<file path="src/sv/pnt_pkg.sv">
// shared types, codes and defaults of the pisano note transposer
package pnt_pkg;

   localparam int CHANNELS_DEF = 16;
   localparam int KEYS_DEF     = 128;

   localparam int OPCODE_W  = 2;
   localparam int CHANNEL_W = 4;
   localparam int KEY_W     = 7;
   localparam int PAYLOAD_W = 32;
   localparam int OUT_KEY_W = 9;
   localparam int SEED_W    = 5;
   localparam int MOD_W     = 5;
   localparam int TERM_W    = 6;
   localparam int SUM_W     = TERM_W + 1;
   localparam int CSR_IDX_W = 2;
   localparam int CSR_DATA_W = 5;

   localparam logic [OPCODE_W-1:0] OP_NOTE_ON    = 2'd0;
   localparam logic [OPCODE_W-1:0] OP_NOTE_OFF   = 2'd1;
   localparam logic [OPCODE_W-1:0] OP_CHOKE      = 2'd2;
   localparam logic [OPCODE_W-1:0] OP_EXPRESSION = 2'd3;

   localparam logic [CSR_IDX_W-1:0] CSR_SEED_FIRST  = 2'd0;
   localparam logic [CSR_IDX_W-1:0] CSR_SEED_SECOND = 2'd1;
   localparam logic [CSR_IDX_W-1:0] CSR_MODULUS     = 2'd2;

   localparam logic signed [SEED_W-1:0] SEED_FIRST_RST  = 5'sd0;
   localparam logic signed [SEED_W-1:0] SEED_SECOND_RST = 5'sd1;
   localparam logic [MOD_W-1:0]         MODULUS_RST     = 5'd12;

   typedef enum logic [1:0] {
      ST_CLEAR,
      ST_IDLE,
      ST_LOOK
   } pnt_state_type;

endpackage

</file>
<file path="src/sv/pnt_rem.sv">
// truncating remainder unit, restoring division one bit per cycle
module pnt_rem
   import pnt_pkg::*;
(
   input  logic                     clock,
   input  logic                     reset,
   input  logic                     start,
   input  logic signed [SUM_W-1:0]  dividend,
   input  logic [MOD_W-1:0]         divisor,
   output logic                     done,
   output logic signed [TERM_W-1:0] result
);

   localparam int STEPS = TERM_W;
   localparam int CNT_W = $clog2(STEPS + 1);

   logic                 busy_ff, busy_in;
   logic                 done_ff, done_in;
   logic [CNT_W-1:0]     cnt_ff, cnt_in;
   logic                 neg_ff, neg_in;
   logic [TERM_W-1:0]    quo_ff, quo_in;
   logic [MOD_W-1:0]     rem_ff, rem_in;
   logic [MOD_W-1:0]     div_ff, div_in;
   logic [TERM_W-1:0]    mag;
   logic [MOD_W:0]       trial;
   logic signed [TERM_W-1:0] rem_ext;

   // magnitude of the dividend fits TERM_W bits, at most 60
   assign mag   = TERM_W'(dividend[SUM_W-1] ? (SUM_W'(0) - dividend) : dividend);
   assign trial = {rem_ff, quo_ff[TERM_W-1]};

   always_comb begin
      busy_in = busy_ff;
      done_in = done_ff;
      cnt_in  = cnt_ff;
      neg_in  = neg_ff;
      quo_in  = quo_ff;
      rem_in  = rem_ff;
      div_in  = div_ff;
      if (start) begin
         busy_in = 1'b1;
         done_in = 1'b0;
         cnt_in  = CNT_W'(STEPS);
         neg_in  = dividend[SUM_W-1];
         quo_in  = mag;
         rem_in  = '0;
         // zero modulus acts as one
         div_in  = (divisor == '0) ? MOD_W'(1) : divisor;
      end else if (busy_ff) begin
         quo_in = {quo_ff[TERM_W-2:0], 1'b0};
         if (trial >= {1'b0, div_ff}) begin
            rem_in = MOD_W'(trial - {1'b0, div_ff});
         end else begin
            rem_in = trial[MOD_W-1:0];
         end
         cnt_in = cnt_ff - CNT_W'(1);
         if (cnt_ff == CNT_W'(1)) begin
            busy_in = 1'b0;
            done_in = 1'b1;
         end
      end
   end

   always_ff @(posedge clock) begin
      if (reset) begin
         busy_ff <= 1'b0;
         done_ff <= 1'b0;
         cnt_ff  <= '0;
      end else begin
         busy_ff <= busy_in;
         done_ff <= done_in;
         cnt_ff  <= cnt_in;
      end
      neg_ff <= neg_in;
      quo_ff <= quo_in;
      rem_ff <= rem_in;
      div_ff <= div_in;
   end

   // sign follows the dividend
   assign rem_ext = signed'({1'b0, rem_ff});
   assign result  = neg_ff ? (TERM_W'(0) - rem_ext) : rem_ext;
   assign done    = done_ff;

endmodule
</file>
<file path="config.mk">
export PLATFORM = sky130hd
export DESIGN_NAME = pnt_rem
export DESIGN_NICKNAME = d
export VERILOG_FILES = /design/src/sv/pnt_pkg.sv /design/src/sv/pnt_rem.sv
export SDC_FILE = /design/constraint.sdc
export NUM_CORES = 1
export LEC_CHECK = 0
export BUFFER_PORTS_ARGS = -buffer_cell sky130_fd_sc_hd__buf_2
export CORE_MARGIN = 10
export CORE_UTILIZATION = 58
export CTS_CLUSTER_SIZE = 30
export DETAILED_ROUTE_END_ITERATION = 7
export PLACE_DENSITY = 0.89
export SLEW_MARGIN = 20
export SYNTH_ARGS = -nofsm -noshare
export SYNTH_HDL_FRONTEND = slang
export SYNTH_SLANG_ARGS = --single-unit
</file>
<file path="constraint.sdc">
create_clock -name clock -period 4.7 [get_ports clock]
set_input_delay 1.175 -clock clock [delete_from_list [all_inputs] [get_ports clock]]
set_output_delay 1.175 -clock clock [all_outputs]
set_load 0.005 [all_outputs]
</file>
Word-level counts from Yosys, hierarchy flattened
Cells that the tools add are included.
- equal/unequal tests: 1
- reduce and logical (&&, ||, !) cells: 4
- muxes and demuxes: 10
- add/subtract/negate cells: 4
- order comparisons: 1
- operators by type and width (kind ; number):
    $mux 6 ; 4
    $ge 6x5->1 ; 1
    $mux 3 ; 2
    $sub 1x5->6 const A ; 1
    $sub 1x6->6 const A ; 1
    $logic_not 5->1 ; 1
    $mux 5 ; 1
    $sub 5x5->5 ; 1
    $eq 3x1->1 const B ; 1
    $mux 1 ; 3
    $sub 3x1->3 const B ; 1
    $reduce_and 2->1 ; 1
    $reduce_bool 2->1 ; 1
    $reduce_or 2->1 ; 1
- register bits: 22
- output and inout port bits: 7
- bits of input ports: 15
- logic and storage cells: 28

Depth between registers and ports, before layout
Gate-level depths: netlist of run 1.
- depth after elaboration: 4
- gate-level depth with buffers: 8
- mapped depth without buffers: 8

Worst setup path before layout of run 1
No wires, ideal clock.
- path kind: in2reg
- start: input port dividend[1]
- end: register quo_ff[5], data pin
- cell stages on the path: 4
- setup time: 0.273 ns
- slack: 2.419 ns
- arrival: 2.008 ns
- required time: 4.427 ns
- cell sequence: or3_1 > o31ai_1 > xor2_1 > a21oi_1
- word-level cells in the longest chain between the ends: 3
- ends and longest elaborated chain (what ; line ; source):
    from (decl) ; pnt_rem.sv:8 ; input logic signed [SUM_W-1:0] dividend,
    $sub 1x6->6 ; pnt_rem.sv:29 ; assign mag = TERM_W'(dividend[SUM_W-1] ? (SUM_W'(0) - dividend) : dividend);
    $mux 6 ; pnt_rem.sv:29 ;
    $mux 6 ; pnt_rem.sv:40 ; if (start) begin
    via quo_in[5] ; pnt_rem.sv:21 ; logic [TERM_W-1:0] quo_ff, quo_in;
    to (signal assigned) ; pnt_rem.sv:75 ; quo_ff <= quo_in;
    to (decl) ; pnt_rem.sv:21 ;
The timed path passes the listed nets, and every way through them passes these cells.
A chain may end at the register's enable or synchronous reset.

Final worst setup path of run 1
- start: register rem_ff[0]
- end: output port result[5]
- word-level cells in the longest chain between the ends: 2
- ends and longest elaborated chain (what ; line ; source):
    from (decl) ; pnt_rem.sv:22 ; logic [MOD_W-1:0] rem_ff, rem_in;
    from (signal assigned) ; pnt_rem.sv:76 ; rem_ff <= rem_in;
    $sub 1x5->6 ; pnt_rem.sv:82 ; assign result = neg_ff ? (TERM_W'(0) - rem_ext) : rem_ext;
    $mux 6 ; pnt_rem.sv:82 ;
    to (decl) ; pnt_rem.sv:11 ; output logic signed [TERM_W-1:0] result
Every way passes these cells.

==> impl_results.md, run 1 <==
- Area growth from synthesis to final layout: 11.7%
- 1st-pass router iterations: 4
- Nets: 179
- Clock share of power: 26.1%
- Cell with the most instances after synthesis: nor2_1
- Ys flop type: edfxtp_1
- Max clock buf depth: 2
- Final HPWL DP: 1920 um
- Avg Inst Size Synth: 9.67 um2
- CP Launch Type: flip-flop
- Place WS: 2.23 ns
- FMAX: 376 MHz
- All-Layer GR Usage: 11.1%
- Share of layout cells above drive strength 1: 20.9%
- H-Tree Depth: 1
- CTS Sinks: 22
- Crit path kind: reg2out
- Hold-fix buffers, CTS: 0
- Number of diodes: 0
- Final hold violation count: 0
- Setup total negative slack: 0 ns
- Final worst-path cycle share: 56.6%
- Core area: 2190 um2
- Total routed wirelength: 2380 um
- Vias per cell: 5.28
- Design Power: 478 uW
- Status: finished clean
- Comb power frac: 25.2%
- Vias post-DR: 956
- Ys Warns: 0
- Final setup fails: 0
- Clock Root Buffer: clkbuf_4
- Dominant cells by area after synthesis: edfxtp_1 27%, dfxtp_1 15%, ha_1 8.6%, xnor2_1 6.7%, nor2_1 4.9%
- IO Count: 22
- Post-synthesis sequential area ratio: 42.6%
- Peak fanout along the critical path: 7
- Post-synth top area share: 27.4%
- Worst Max-Slew Pin Slew: 0.463 ns
- Max_slew headroom: 69.1%
- Buffers on Ports: 21
- # rows: 17
- Post-synth EDFFs: 12
- Vias in the first global route: 979
- Max Clock Skew: 0.00126 ns
- Power Density: 326 nW/um2
- Final core utilization: 67.0%
- Number of max-cap violations: 0
- Commonest cells in the synthesized netlist: 17 x nor2_1, 16 x inv_1, 12 x edfxtp_1, 12 x nand2_1
- Hold slack: 0.547 ns
- P_int: 344 uW
- Post-route non-filler standard cell count: 181
- Initial Util: 60.0%
- Required time worst endpoint: 3.52 ns
- Final Wtd Congestion: 0.863
- Largest net degree at the start of global routing: 27
- Post-cts sizing count: 0
- Total CTS buffers: 3
- Initial drt markers: 34
- Post-Syn Instances: 136
- GRT Residual Overflow: 0
- CTS clock-pin slew for the worst setup and hold paths: 0.12 ns
- Height of the die: 67.6 um
- Leakage dissipation: 0.634 nW
- CTS tree: done
- Worst IR Drop VDD: 0.206 mV
- Global-route wire length before repair: 4040 um
- Seq pwr share: 48.7%
- Setup repair bufs after CTS: 0
- Worst-skew pair later-pin latency: 0.31 ns
- Synth unique cells: 35
- Switching Share: 28.1%
- Yosys top cell by area: edfxtp_1
- Max Transition Viols Final: 0
- Psw: 135 uW
- Asr flop ratio synth: 0%
- Placement Cell Area: 1420 um2
- Period minus WS final: 2.66 ns
- Syn nets: 161
- Final instance area: 1470 um2
- Post-Syn Area: 1320 um2
- CP arrival: 1.49 ns
- Number of remaining DRC errors: 0
- Setup ws final: 2.04 ns
- Crit end category: output pin
- DIE AREA: 4570 um2
- DP Cell Count: 177
- Hold Crit Class: reg2reg
- Initial antenna violation count: 0
- Post-route antenna net violation count: 0
- Unrepaired setup endpoints after global routing: false
- Die width: 67.6 um
- WL per Instance: 13.2 um
- FF+latch count, synth: 22
==> final timing paths <==
path	start	endpoint	slack, ns	depth (start not counted)
worst min register to register	done	done	0.55	2
worst max-delay path	rem_ff[0]	result[5]	2.04	3
worst min-delay path	done	done	0.55	2
worst max register to register	quo_ff[5]	rem_ff[0]	2.59	8
==> layout by cell type (no fill, tap or decap), types with 2 or more instances in the layout <==
master	n
o21ai_0	3
inv_1	16
o2bb2a_1	2
a211oi_2	2
a21oi_1	8
nand2_1	12
edfxtp_1	12
ha_1	9
nor3_1	2
mux2i_1	3
buf_2	21
nor2_1	17
xnor2_1	10
nor2b_1	2
dfxtp_1	10
or3_1	2
clkbuf_4	3
xor2_1	2
==> area by class of cell <==
class | instances | area [um2]
repair buffers | 21 | 105
well taps | 28 | 35.0
multi-input cells | 90 | 661
inverters | 16 | 60.1
clock buffers | 4 | 47.5
fillers | 170 | 722
flip-flops and latches | 22 | 561
==> critical path, stage by stage (launching register included) <==
cell and delay [ns]:
dfxtp_1 0.40, or3_1 0.41, o31a_1 0.24, buf_2 0.13
==> cell families after synthesis <==
family                     after synthesis  synth area share (%)
and+or+nand+nor                         40                  13.6
AOI/OAI and AO/OA                       24                  15.1
buffers and inverters                   24                  7.14
DFF                                     22                  42.6
xor gates and xnor gates                12                  7.99
adders and majority gates               10                  10.1
muxes                                    4                  3.43
==> metal layers <==
layer  track usage (%)  up-vias  wire, um
met5                 0        -         0
met4              4.87        0        46
met3              1.98        4       110
met2              19.8       21      1150
met1              12.7      440      1080
li1                  -      491         -
==> power by group through the flow <==
stage	clock (mW)	sequential (mW)	combinational, mW
after detailed placement	0	0.238	0.122
final	0.125	0.233	0.121
after global placement	0	0.237	0.115
after global routing	0.136	0.236	0.136
after CTS	0.125	0.233	0.122
after floorplan	0	0.233	0.0935
==> sequential cells by signal, summed over array words and instances, names as in the netlist <==
register and count:
done 1, div_ff 5, busy_ff 1, neg_ff 1
rem_ff 5, quo_ff 6, cnt_ff 3
Power figures use the tool's default switching activity.
==> inputs of run 2 (changes only) <==
--- a/config.mk
+++ b/config.mk
@@ -5,12 +5,13 @@
 export SDC_FILE = /design/constraint.sdc
 export NUM_CORES = 1
 export LEC_CHECK = 0
+export ABC_AREA = 1
 export BUFFER_PORTS_ARGS = -buffer_cell sky130_fd_sc_hd__buf_2
 export CORE_MARGIN = 10
-export CORE_UTILIZATION = 58
+export CORE_UTILIZATION = 55
 export CTS_CLUSTER_SIZE = 30
 export DETAILED_ROUTE_END_ITERATION = 7
-export PLACE_DENSITY = 0.89
+export PLACE_DENSITY = 0.85
 export SLEW_MARGIN = 20
 export SYNTH_ARGS = -nofsm -noshare
 export SYNTH_HDL_FRONTEND = slang
==> constraint.sdc (replaced) <==
create_clock -name clock -period 2.5 [get_ports clock]
set_input_delay 0.625 -clock clock [delete_from_list [all_inputs] [get_ports clock]]
set_output_delay 0.625 -clock clock [all_outputs]
set_load 0.005 [all_outputs]
==> impl_results.md, run 2 <==
- Status: finished clean
- Top flop regs: quo_ff: 6 flops, div_ff: 5 flops, rem_ff: 5 flops
- Comb power frac: 29.9%
- Final HPWL DP: 2160 um
- Setup total negative slack: 0 ns
- Seq pwr share: 48.6%
- FMAX: 461 MHz
- Synth unique cells: 29
- Area growth from synthesis to final layout: 11.5%
- Number of remaining DRC errors: 0
- Asr flop ratio synth: 0%
- Total routed wirelength: 2640 um
- Met1 Wirelength: 1220 um
- # rows: 17
- Period minus WS final: 2.17 ns
- Hold-fix buffers, CTS: 0
- Global-route wire length before repair: 4600 um
- Setup repair bufs after CTS: 0
- Final Wtd Congestion: 0.899
- CTS tree: done
- Die width: 69.7 um
- Avg Inst Size Synth: 8.05 um2
- Most frequent cells in the layout: 41 x nand2_1, 31 x inv_1, 21 x buf_2
- Max reg flops: 6
- Top reg by flops: quo_ff
- Number of diodes: 0
- Number of max-cap violations: 0
- WL met2: 1200 um
- Unrepaired setup endpoints after global routing: false
- Post-synthesis sequential area ratio: 41.2%
- DR top layer: met4
- WL per Instance: 12.2 um
- Psw: 285 uW
- Post-synth EDFFs: 12
- Most common cell after layout, fill and taps aside: nand2_1
- Post-route antenna net violation count: 0
- Worst-skew pair later-pin latency: 0.31 ns
- Buffers on Ports: 21
- Leakage dissipation: 0.797 nW
- CP arrival: 1.55 ns
- Largest net degree at the start of global routing: 15
- Initial antenna violation count: 0
- Share of layout cells above drive strength 1: 16.9%
- Max_slew headroom: 78.9%
- Initial Util: 59.8%
- Max clock buf depth: 2
- Max Transition Viols Final: 0
- Vias post-DR: 1,132
- Final worst-path cycle share: 86.8%
- Hold Crit Class: reg2reg
- Height of the die: 69.7 um
- Post-Syn Instances: 169
- IO Count: 22
- CTS clock-pin slew for the worst setup and hold paths: 0.13 ns
- Cell with the most instances after synthesis: nand2_1
- Vias per cell: 5.22
- Required time worst endpoint: 1.88 ns
- Total CTS buffers: 3
- Yosys top cell by area: edfxtp_1
- Syn nets: 194
- CP Launch Type: flip-flop
- Worst Max-Slew Pin Slew: 0.316 ns
- All-Layer GR Usage: 11.0%
- Core area: 2280 um2
- Post-Syn Area: 1360 um2
- Vias in the first global route: 1,080
- H-Tree Depth: 1
- 1st-pass router iterations: 4
- Commonest cells in the synthesized netlist: 41 x nand2_1, 31 x inv_1, 20 x nand3_1, 12 x edfxtp_1, 10 x dfxtp_1
- Peak fanout along the critical path: 5
- Power Density: 598 nW/um2
- Crit path kind: reg2out
- Switching Share: 31.5%
- Ys flop type: edfxtp_1
- CTS Sinks: 22
- Max Clock Skew: 0.0130 ns
- Crit end category: output pin
- FILL cells: 182
- P_int: 621 uW
- Final hold violation count: 0
- Clock share of power: 21.5%
- Design Power: 906 uW
- Post-cts sizing count: 0
- GRT Residual Overflow: 0
- Met3 wire len: 146 um
- FF+latch count, synth: 22
- Dominant cells by area after synthesis: edfxtp_1 26%, dfxtp_1 15%, nand2_1 11%, inv_1 8.6%, ha_1 8.3%
- Final setup fails: 0
- Nets: 215
- Post-synth top area share: 26.5%
- Clock Root Buffer: clkbuf_4
- Initial drt markers: 73
- Ys Warns: 0
- DIE AREA: 4860 um2
- Worst IR Drop VDD: 0.382 mV
## run 2: cell count changes in the layout (fill, tap and decap cells not counted), moves of 8 or more
cell	before	now
xnor2_1	10	2
inv_1	16	31
nand2_1	12	41
nand3_1	1	20
nor2_1	17	7
## run 2: power groups by stage
| stage | clock (mW) | combinational (mW) | sequential, mW |
|---|---|---|---|
| floorplan | 0 | 0.201 | 0.442 |
| global placement | 0 | 0.261 | 0.447 |
| detailed placement | 0 | 0.273 | 0.449 |
| CTS | 0.197 | 0.273 | 0.441 |
| global route | 0.215 | 0.312 | 0.445 |
| finish | 0.194 | 0.271 | 0.441 |
## run 2: cell type report
| type | instances | area, um2 | share of cell area [%] |
|---|---|---|---|
| multi-input combinational | 109 | 652 | 43.0 |
| sequential | 22 | 561 | 37.0 |
| inverter | 32 | 120 | 7.92 |
| timing repair buffer | 22 | 113 | 7.43 |
| clock buffer | 4 | 36.3 | 2.39 |
| tap | 28 | 35.0 | 2.31 |
## run 2: layer usage
layer	vias to the layer above	global-route usage, %
li1	588	-
met1	501	13.0
met2	34	17.2
met3	9	3.00
met4	0	6.30
met5	-	0
## run 2: final timing paths
check	startpoint	cells after the start	slack, ns	end
min	done	2	0.47	done
max	rem_ff[0]	6	0.33	result[4]
min reg2reg	done	2	0.47	done
max reg2reg	quo_ff[5]	10	0.78	rem_ff[1]
## run 2: critical path, cell delays in order (launching register included)
cell and delay (ns):
dfxtp_1 0.38, inv_1 0.11, ha_1 0.14, inv_1 0.04, o31ai_1 0.27, xnor2_1 0.16
buf_2 0.14
## run 2: through the flow
stage,hold WS [ns],cells,instance area (um2),setup slack [ns],util (%)
global route,0.495,217,1520,0.186,66.6
finish,0.472,217,1520,0.329,66.6
detailed placement,0.453,213,1480,0.644,65.0
CTS,0.475,217,1520,0.296,66.6
floorplan,0.446,169,1360,0.885,-
global placement,0.443,213,1480,0.734,65.0
## run 2: logic make-up after synthesis
kind of cell    Yosys count  synth area share [%]
simple gates             72                  23.7
buf+inv                  38                  10.9
flops                    22                  41.2
compound gates           20                  9.94
fa+ha+maj                10                  9.75
xor+xnor                  7                  4.51
